**src/rtl/kqsb_pkg.sv**
```systemverilog
`default_nettype none

package kqsb_pkg;

	localparam int QNUM_W = 4;
	localparam int DATA_W = 32;

	// request kinds
	localparam logic REQ_ENQ = 1'b0;
	localparam logic REQ_DEQ = 1'b1;

	// response status codes
	localparam logic [1:0] STAT_DONE  = 2'd0;
	localparam logic [1:0] STAT_FULL  = 2'd1;
	localparam logic [1:0] STAT_EMPTY = 2'd2;

	typedef struct packed {
		logic                     req_type;
		logic [QNUM_W-1:0]        queue_num;
		logic signed [DATA_W-1:0] data_in;
	} req_t;

	typedef struct packed {
		logic signed [DATA_W-1:0] data_out;
		logic [1:0]               status;
	} rsp_t;

endpackage

`default_nettype wire

```
**src/rtl/kqsb_mem.sv**
```systemverilog
`default_nettype none

// simple dual-port RAM, one write and one registered read per cycle
module kqsb_mem #(
	parameter int WIDTH = 8,
	parameter int DEPTH = 16,
	localparam int AW = (DEPTH > 1) ? $clog2(DEPTH) : 1
) (
	input  wire logic             clk,
	input  wire logic             we,
	input  wire logic [AW-1:0]    waddr,
	input  wire logic [WIDTH-1:0] wdata,
	input  wire logic [AW-1:0]    raddr,
	output logic      [WIDTH-1:0] rdata
);

	logic [WIDTH-1:0] mem [DEPTH];

	always_ff @(posedge clk) begin
		if (we) begin
			mem[waddr] <= wdata;
		end
		rdata <= mem[raddr];
	end

endmodule

`default_nettype wire

```
**src/rtl/k_queues_shared_buffer.sv**
```systemverilog
`default_nettype none

// Channel  Dir  Handshake            Payload
// req      in   req_valid/req_ready  kqsb_pkg::req_t  {req_type, queue_num, data_in}
// rsp      out  rsp_valid/rsp_ready  kqsb_pkg::rsp_t  {data_out, status}
//
// Steps: enqueue reads the queue table and free-slot link, then updates;
// dequeue reads the queue table, then the head slot link/data, then writes back;
// rejected / full / empty requests are answered from idle. The chain of dependent RAM reads sets this.
// One request in flight; a new request is taken while the last response waits.
// Reset (arst_n low) empties all queues and puts every slot on the free list;
// no clearing pass, untouched slots are tracked with a fill count.
// A stalled rsp holds; the block parks a finished response until rsp drains.
module k_queues_shared_buffer #(
	parameter int SLOTS  = 16,
	parameter int QUEUES = 8
) (
	input  wire logic           clk,
	input  wire logic           arst_n,
	input  wire logic           req_valid,
	output logic                req_ready,
	input  wire kqsb_pkg::req_t req,
	output logic                rsp_valid,
	input  wire logic           rsp_ready,
	output kqsb_pkg::rsp_t      rsp
);

	import kqsb_pkg::*;

	// SW indexes a slot, PW also holds the null pointer (== SLOTS)
	localparam int SW = $clog2(SLOTS);
	localparam int PW = $clog2(SLOTS + 1);
	localparam int QW = (QUEUES > 1) ? $clog2(QUEUES) : 1;
	localparam logic [PW-1:0] NULL_PTR = PW'(SLOTS);

	typedef enum logic [2:0] {
		ST_IDLE,
		ST_ENQ,
		ST_DEQ_RD,
		ST_DEQ_WB,
		ST_POST
	} state_t;

	state_t           state_q;
	logic [QW-1:0]    q_q;
	logic [DATA_W-1:0] data_q;
	logic [PW-1:0]    free_head_q;
	logic [PW-1:0]    fill_q;       // slots at or above this were never allocated
	logic [QUEUES-1:0] head_vld_q;  // queue non-empty
	rsp_t             res_q;
	rsp_t             rsp_q;
	logic             rsp_valid_q;

	// queue table entry: {head, tail}
	logic             qt_we;
	logic [QW-1:0]    qt_raddr;
	logic [2*SW-1:0]  qt_wdata;
	logic [2*SW-1:0]  qt_rdata;
	logic [SW-1:0]    q_head;
	logic [SW-1:0]    q_tail;

	logic             lk_we;
	logic [SW-1:0]    lk_waddr;
	logic [PW-1:0]    lk_wdata;
	logic [SW-1:0]    lk_raddr;
	logic [PW-1:0]    lk_rdata;

	logic             dt_we;
	logic [DATA_W-1:0] dt_rdata;

	logic [QNUM_W-1:0] qn;
	logic             q_in_rng;
	logic [QW-1:0]    qidx_in;
	logic             free_null;
	logic [SW-1:0]    slot;
	logic [PW-1:0]    nxt_free;
	logic             is_enq;
	logic             reject;
	logic             fin;
	rsp_t             fin_res;
	logic             out_free;

	always_comb begin
		qn        = req.queue_num;
		q_in_rng  = (qn != '0) && (32'(qn) <= 32'(QUEUES));
		qidx_in   = QW'(qn - QNUM_W'(1));
		is_enq    = (req.req_type == REQ_ENQ);
		free_null = (free_head_q >= NULL_PTR);
		reject    = !q_in_rng || (is_enq && free_null) ||
			(!is_enq && !head_vld_q[qidx_in]);
		q_head    = qt_rdata[2*SW-1:SW];
		q_tail    = qt_rdata[SW-1:0];
		slot      = free_head_q[SW-1:0];
		// untouched slots still chain to their successor
		nxt_free  = (free_head_q < fill_q) ? lk_rdata : free_head_q + PW'(1);
		out_free  = !rsp_valid_q || rsp_ready;

		qt_raddr  = (state_q == ST_IDLE) ? qidx_in : q_q;
		lk_raddr  = (state_q == ST_DEQ_RD) ? q_head : slot;

		qt_we     = 1'b0;
		qt_wdata  = {q_head, slot};
		lk_we     = 1'b0;
		lk_waddr  = q_tail;
		lk_wdata  = PW'(slot);
		dt_we     = 1'b0;
		fin       = 1'b0;
		fin_res   = '{data_out: '0, status: STAT_DONE};

		unique case (state_q)
			ST_IDLE: begin
				fin             = req_valid && reject;
				fin_res.status  = is_enq ? STAT_FULL : STAT_EMPTY;
			end
			ST_ENQ: begin
				// new slot becomes tail; link it behind the old tail if any
				qt_we    = 1'b1;
				qt_wdata = {head_vld_q[q_q] ? q_head : slot, slot};
				lk_we    = head_vld_q[q_q];
				dt_we    = 1'b1;
				fin      = 1'b1;
			end
			ST_DEQ_RD: begin
			end
			ST_DEQ_WB: begin
				// last element leaves: just drop the valid bit
				qt_we            = (q_head != q_tail);
				qt_wdata         = {lk_rdata[SW-1:0], q_tail};
				lk_we            = 1'b1;
				lk_waddr         = q_head;
				lk_wdata         = free_head_q;
				fin              = 1'b1;
				fin_res.data_out = dt_rdata;
			end
			ST_POST: begin
			end
			default: begin
			end
		endcase
	end

	kqsb_mem #(.WIDTH(2*SW), .DEPTH(QUEUES)) u_qtab (
		.clk   (clk),
		.we    (qt_we),
		.waddr (q_q),
		.wdata (qt_wdata),
		.raddr (qt_raddr),
		.rdata (qt_rdata)
	);

	kqsb_mem #(.WIDTH(PW), .DEPTH(SLOTS)) u_link (
		.clk   (clk),
		.we    (lk_we),
		.waddr (lk_waddr),
		.wdata (lk_wdata),
		.raddr (lk_raddr),
		.rdata (lk_rdata)
	);

	kqsb_mem #(.WIDTH(DATA_W), .DEPTH(SLOTS)) u_data (
		.clk   (clk),
		.we    (dt_we),
		.waddr (slot),
		.wdata (data_q),
		.raddr (q_head),
		.rdata (dt_rdata)
	);

	always_ff @(posedge clk or negedge arst_n) begin
		if (!arst_n) begin
			state_q     <= ST_IDLE;
			q_q         <= '0;
			data_q      <= '0;
			free_head_q <= '0;
			fill_q      <= '0;
			head_vld_q  <= '0;
			res_q       <= '0;
			rsp_q       <= '0;
			rsp_valid_q <= 1'b0;
		end else begin
			// drained and nothing new loaded this cycle
			if (rsp_valid_q && rsp_ready && !fin && state_q != ST_POST) begin
				rsp_valid_q <= 1'b0;
			end

			unique case (state_q)
				ST_IDLE: begin
					if (req_valid) begin
						q_q    <= qidx_in;
						data_q <= req.data_in;
						if (!reject) begin
							state_q <= is_enq ? ST_ENQ : ST_DEQ_RD;
						end
					end
				end
				ST_ENQ: begin
					free_head_q       <= nxt_free;
					head_vld_q[q_q]   <= 1'b1;
					if (free_head_q == fill_q) begin
						fill_q <= fill_q + PW'(1);
					end
				end
				ST_DEQ_RD: begin
					state_q <= ST_DEQ_WB;
				end
				ST_DEQ_WB: begin
					free_head_q <= PW'(q_head);
					if (q_head == q_tail) begin
						head_vld_q[q_q] <= 1'b0;
					end
				end
				ST_POST: begin
					if (out_free) begin
						rsp_q       <= res_q;
						rsp_valid_q <= 1'b1;
						state_q     <= ST_IDLE;
					end
				end
				default: begin
					state_q <= ST_IDLE;
				end
			endcase

			// park the response if the output register is still occupied
			if (fin) begin
				if (out_free) begin
					rsp_q       <= fin_res;
					rsp_valid_q <= 1'b1;
					state_q     <= ST_IDLE;
				end else begin
					res_q   <= fin_res;
					state_q <= ST_POST;
				end
			end
		end
	end

	assign req_ready = (state_q == ST_IDLE);
	assign rsp_valid = rsp_valid_q;
	assign rsp       = rsp_q;

endmodule

`default_nettype wire

```
**config.mk**
```make
export PLATFORM = sky130hd
export DESIGN_NAME = k_queues_shared_buffer
export DESIGN_NICKNAME = d
export VERILOG_FILES = /design/src/rtl/kqsb_pkg.sv /design/src/rtl/kqsb_mem.sv /design/src/rtl/k_queues_shared_buffer.sv
export SDC_FILE = /design/constraint.sdc
export NUM_CORES = 1
export LEC_CHECK = 0
export BUFFER_PORTS_ARGS = -buffer_cell sky130_fd_sc_hd__buf_4
export CAP_MARGIN = 20
export CORE_UTILIZATION = 62
export DETAILED_ROUTE_END_ITERATION = 6
export PLACE_DENSITY = 0.88
export SLEW_MARGIN = 20
export SYNTH_ARGS = -nofsm -noshare
export SYNTH_HDL_FRONTEND = slang
export SYNTH_SLANG_ARGS = --single-unit
```
**constraint.sdc**
```tcl
create_clock -name clk -period 5.3 [get_ports clk]
set_input_delay 0.265 -clock clk [delete_from_list [all_inputs] [get_ports clk]]
set_output_delay 0.265 -clock clk [all_outputs]
set_load 0.01 [all_outputs]
```
Word level (Yosys, flattened, before mapping)
Memory sizes are Yosys's and may differ from the RTL's. A register that Yosys moved wholly into a read port is not among the register bits.
Index checks and enable logic that the tools add are counted.
- output and inout port bits: 36
- bits of input ports: 41
- memories kept: 3
- logic and storage cells: 110
- bits in writable memories: 656
- flip-flop bits (word level): 125
- add/subtract/negate cells: 3
- magnitude comparators: 6
- bitwise operators: 5
- reduce and logical (&&, ||, !) cells: 24
- muxes and demuxes: 45
- eq/ne operators: 13
- memories (memory ; depth ; bits a word ; read ports ; clocked after Yosys merged registers in ; write ports ; RTL line ; source):
    u_data.mem ; 16 ; 32 ; 1 ; 1 ; 1 ; kqsb_mem.sv:17 ; logic [WIDTH-1:0] mem [DEPTH];
    u_link.mem ; 16 ; 5 ; 1 ; 1 ; 1 ; kqsb_mem.sv:17 ;
    u_qtab.mem ; 8 ; 8 ; 1 ; 1 ; 1 ; kqsb_mem.sv:17 ;
- operators by type and width (kind ; number):
    $mux W34 ; 4
    $mux W32 ; 1
    $pmux W8 S2 ; 2
    $mux W3 ; 6
    $mux W1 ; 15
    $mux W4 ; 3
    $pmux W3 S4 ; 1
    $add A5 B1 Y5 const B ; 2
    $mux W5 ; 2
    $pmux W5 S2 ; 1
    $and A8 B8 Y8 ; 1
    $logic_and A1 B1 Y1 ; 8
    $lt A3 B4 Y1 const B ; 2
    $mux W8 ; 1
    $not A8 Y8 ; 1
    $or A8 B8 Y8 ; 1
    $reduce_and A2 Y1 ; 4
    $bmux W1 S3 ; 2
    $eq A3 B2 Y1 const B ; 2
    $mux W2 ; 3
    $ne A3 B2 Y1 const B ; 2
    $ne A3 B3 Y1 const B ; 2
    $pmux W1 S2 ; 3
    $eq A5 B5 Y1 ; 1
    other kinds (20) ; 26

Longest topological paths before layout
- depth after elaboration: 16
- depth in mapped cells: 10
- mapped depth without buffers: 8

Hierarchy
Synthesis repeated with hierarchy kept, for this count alone.
- cell total of the unflattened synthesis: 1767
- area total of the unflattened synthesis: 32162.1 sq um
- by module, submodules not included (module ; area each (sq um) ; instances ; cells each ; sequential area each (sq um)):
    kqsb_mem (u_data) ; 19835.3 ; 1 ; 838 ; 16015.4
    k_queues_shared_buffer ; 6422.4 ; 1 ; 660 ; 3128.0
    kqsb_mem (u_link) ; 3213.1 ; 1 ; 155 ; 2502.4
    kqsb_mem (u_qtab) ; 2691.3 ; 1 ; 114 ; 2082.0

Worst setup path after synthesis
OpenSTA, ideal clock, no wires.
- path kind: reg2reg
- start point: register state_q[1]
- end point: memory u_data.mem[0][0] (netlist bit), enable pin
- slack: 1.545 ns
- clock period less this slack: 3.755 ns
- data required time: 4.839 ns
- buffers on the path: 2
- library setup time: 0.461 ns
- arrival time: 3.294 ns
- stages on the path, launching flop included: 6
- cell sequence: dfrtp_1 > clkbuf_1 > buf_1 > nor2_1 > nand2_1 > nor3_1
- longest elaborated chain between the ends: 4
- ends and longest elaborated chain (what ; RTL line ; source):
    from (decl) ; k_queues_shared_buffer.sv:44 ; state_t state_q;
    from (signal assigned) ; k_queues_shared_buffer.sv:192 ; state_q <= is_enq ? ST_ENQ : ST_DEQ_RD;
    $eq A3 B1 Y1 ; k_queues_shared_buffer.sv:110 ; unique case (state_q)
    $mux W1 ; k_queues_shared_buffer.sv:110 ;
    $mux W1 ; kqsb_mem.sv:20 ; if (we) begin
    $mux W1 (not written as such) ; kqsb_mem.sv:21 ; mem[waddr] <= wdata;
    to (decl) ; kqsb_mem.sv:17 ;
No other way between the ends.

Worst setup path after layout
- start point: register state_q[1]
- end point: register rsp_q (netlist bit rsp[21])
- longest elaborated chain between the ends: 4
- elaborated cells on any way between the ends: 10
- those cells by class: eq/ne (3); mux (5); reduce/logical (2)
- ends and longest elaborated chain (what ; RTL line ; source):
    $eq A3 B2 Y1, or another cell as far along ; k_queues_shared_buffer.sv:110 ;
    $reduce_or A2 Y1 (no source line), or another cell as far along ; -- ;
    $pmux W1 S2 or $mux W34 (tied branches) ; k_queues_shared_buffer.sv:110, k_queues_shared_buffer.sv:226 ;
    $mux W34 * ; k_queues_shared_buffer.sv:225 ; if (fin) begin
    to (signal assigned) ; k_queues_shared_buffer.sv:214 ; rsp_q <= res_q;
    to (signal assigned) ; k_queues_shared_buffer.sv:227 ; rsp_q <= fin_res;
    to (decl) ; k_queues_shared_buffer.sv:51 ; rsp_t rsp_q;
Every way passes the cells marked *; elsewhere a longest branch is shown, timed or not.
A chain may end at the register's enable or synchronous reset.

==> results.md <==
- CTS resizes: 0
- Pwr/cell area: 587 nW/um2
- Cell variety after synth: 52
- DRT Pass-1 Iters: 6
- Post-synth ARST share: 15.1%
- # setup viols final: 0
- IO Pins: 77
- Core area: 50400 um2
- IO buf count: 76
- Leak: 12.7 nW
- Worst setup EP type: flop
- Slowest CP cell: buf_4
- Vias post-DR: 17000
- Mapped Nets: 1660
- Initial antenna violation count: 0
- WL met2: 40200 um
- Yosys warnings: 0
- Total negative slack: 0 ns
- Worst Path Required: 5.74 ns
- WP buf/inv: 3
- Flop-to-flop setup slack: 1.82 ns
- Hold slack: 0.0320 ns
- Worst-margin pin slew: 1.08 ns
- GP Congestion: 0.822
- Row count: 82
- Delay-heaviest family, CP: buffers and inverters
- Mapped cell area: 31800 um2
- Drt wl/cell: 31.7 um
- Drt first-iter violations: 2142
- Number of global-route vias before repair: 17800
- Maximum clock insertion buffer count: 3
- Critical Path Max Stage Delay: 0.71 ns
- Remaining DRCs: 0
- Hpwl dp: 39700 um
- Min Tclk post-route: 3.48 ns
- Gr usage total: 31.0%
- Worst hold path class: in -> reg
- CP Launch Type: flop
- Routed met3 length: 8640 um
- TritonCTS buffer count: 80
- FF+latch count, synth: 826
- Maximum vdd drop: 499 uV
- Synth Flop Type: edfxtp_1
- Seq/Total Area, Yosys: 74.5%
- M1 WL: 26500 um
- Clock latency at the later pin of the worst-skew pair: 0.64 ns
- Final Skew: 0.0348 ns
- Top sig layer: met4
- Crit path DAT: 3.92 ns
- Vias/cell: 6.83
- Die area: 52300 um2
- CP Cell Sequence: nor3_1, buf_4, and2_2, buf_4, nand4_1, o211ai_1, buf_4, o21ai_0
- WL final: 78800 um
- Endpoints failing hold: 0
- Mean Syn Cell Area: 19.8 um2
- Layout Nets: 1798
- Post-Synthesis Cells: 1608
- Largest net degree at the start of global routing: 81
- Starting Density: 63.2%
- Die Y: 229 um
- MaxCap Viol Count: 0
- Fillers: 2662
- CTS tree: done
- Crit path max fanout: 68
- EDFF count, synth: 656
- Die width: 229 um
- Commonest non-fill, non-tap cell in the layout: edfxtp_1
- Max H-tree Level: 3
- Slew Limit Headroom: 27.6%
- First-pass GRT wire length: 116000 um
- ANT nets after route: 0
- Most frequent cell on the critical path: buf_4
- Maximum clock frequency: 287 MHz
- Status: finished clean
- Clock slew at reported path FFs: 0.06 ns
- Max-slew violations: 0
- Share of cells above drive strength 1: 27.3%
- Final total power: 21.3 mW
- Most frequent cells in the layout: 656 x edfxtp_1, 179 x mux4_2, 125 x dfrtp_1
- CTS root buf: clkbuf_16
- Area Overhead vs Synth: 13.8%
- Tcrit/Tclk final: 65.6%
- RSZ-0062 raised after global routing: no
- Crit path kind: reg -> reg
- Clk sink count: 826
- Global route overflow: 0
- Setup bufs post-CTS: 0
[repair_timing]
item / in CTS / in global routing
hold buffers: 36 / 0
hold endpoints to repair: 101 / 0
setup endpoints to repair: 0 / 0
[synthesized netlist by cell type (8+ instances only)]
cell type	number	share of area [%]
inv_1	15	0.18
ha_1	11	0.43
buf_2	15	0.24
nand3_1	45	0.71
mux2i_1	92	2.9
o21ai_0	57	0.90
dfxtp_1	45	2.8
mux2_2	48	1.7
nor2b_1	8	0.16
xnor2_1	10	0.28
nor3_1	25	0.39
edfxtp_1	656	62
nor2_1	37	0.44
nand2_1	46	0.54
a31oi_1	13	0.26
a22o_1	32	0.88
a21oi_1	16	0.25
mux4_2	179	13
nand2b_1	8	0.16
dfrtp_1	125	9.8
clkbuf_1	44	0.52
buf_1	19	0.22
[worst register-to-register path, delay by kind of cell, from the launching register on]
kind / cells / cell delay [ns]
AND/OR/NAND/NOR: 3 / 0.68
AO/OA/AOI/OAI: 2 / 0.44
flip-flops: 1 / 0.61
buffers and inverters: 3 / 1.57
[through the flow]
stage	util (%)	std cells	setup slack (ns)	cell area (um2)
4_1_cts	71.9	2485	1.94	36200
2_1_floorplan	-	1608	1.55	31800
3_5_place_dp	66.0	2300	1.96	33200
5_1_grt	71.9	2485	1.69	36200
6_report	71.9	2486	1.82	36200
3_3_place_gp	66.0	2300	2.05	33200
[cell type report]
cell class | instances | area (um2) | area share, %
Clock buffer | 117 | 2320 | 6.41
Clock inverter | 32 | 308 | 0.849
Sequential cell | 826 | 23700 | 65.5
Tap cell | 672 | 841 | 2.32
Timing Repair Buffer | 145 | 1200 | 3.31
Multi-Input combinational cell | 678 | 7770 | 21.4
Antenna cell | 1 | 2.50 | 0.00690
Inverter | 15 | 56.3 | 0.155
[flip-flops by register name, indices dropped and copies added (netlist names), named ones only]
| name | count |
|---|---|
| data_q | 32 |
| u_qtab.mem | 64 |
| u_qtab.rdata | 8 |
| state_q | 3 |
| res_q | 34 |
| u_data.mem | 512 |
| q_q | 3 |
| u_data.rdata | 32 |
| u_link.rdata | 5 |
| fill_q | 5 |
| rsp_valid | 1 |
| rsp | 34 |
| u_link.mem | 80 |
| free_head_q | 5 |
[cells by family after synthesis]
group | count (synthesis) | synth area share [%]
fa+ha+maj | 11 | 0.432
flops | 826 | 74.5
compound gates | 146 | 3.01
mux | 320 | 17.3
buf+inv | 104 | 1.55
simple gates | 189 | 2.82
xor+xnor | 12 | 0.330
[worst paths after layout]
kind / cells after the start / start / endpoint
hold reg to reg: 2 / u_data.rdata[27] / rsp[29]
max in group asynchronous: 3 / arst_n / rsp[1]
hold / removal: 4 / rsp_ready / res_q[0]
min in group asynchronous: 2 / arst_n / data_q[21]
setup / recovery: 8 / state_q[1] / rsp[21]
setup reg to reg: 8 / state_q[1] / rsp[21]
[routing by layer]
layer | track usage, % | vias to the layer above
li1 | - | 6778
met1 | 38.7 | 8604
met2 | 51.5 | 1325
met3 | 7.44 | 284
met4 | 14.8 | 0
met5 | 0 | -
[where the power goes]
group,switching (mW),internal [mW]
sequential,1.33,8.59
combinational,2.95,2.63
clock,2.47,3.30
(Power assumes the default switching activity.)
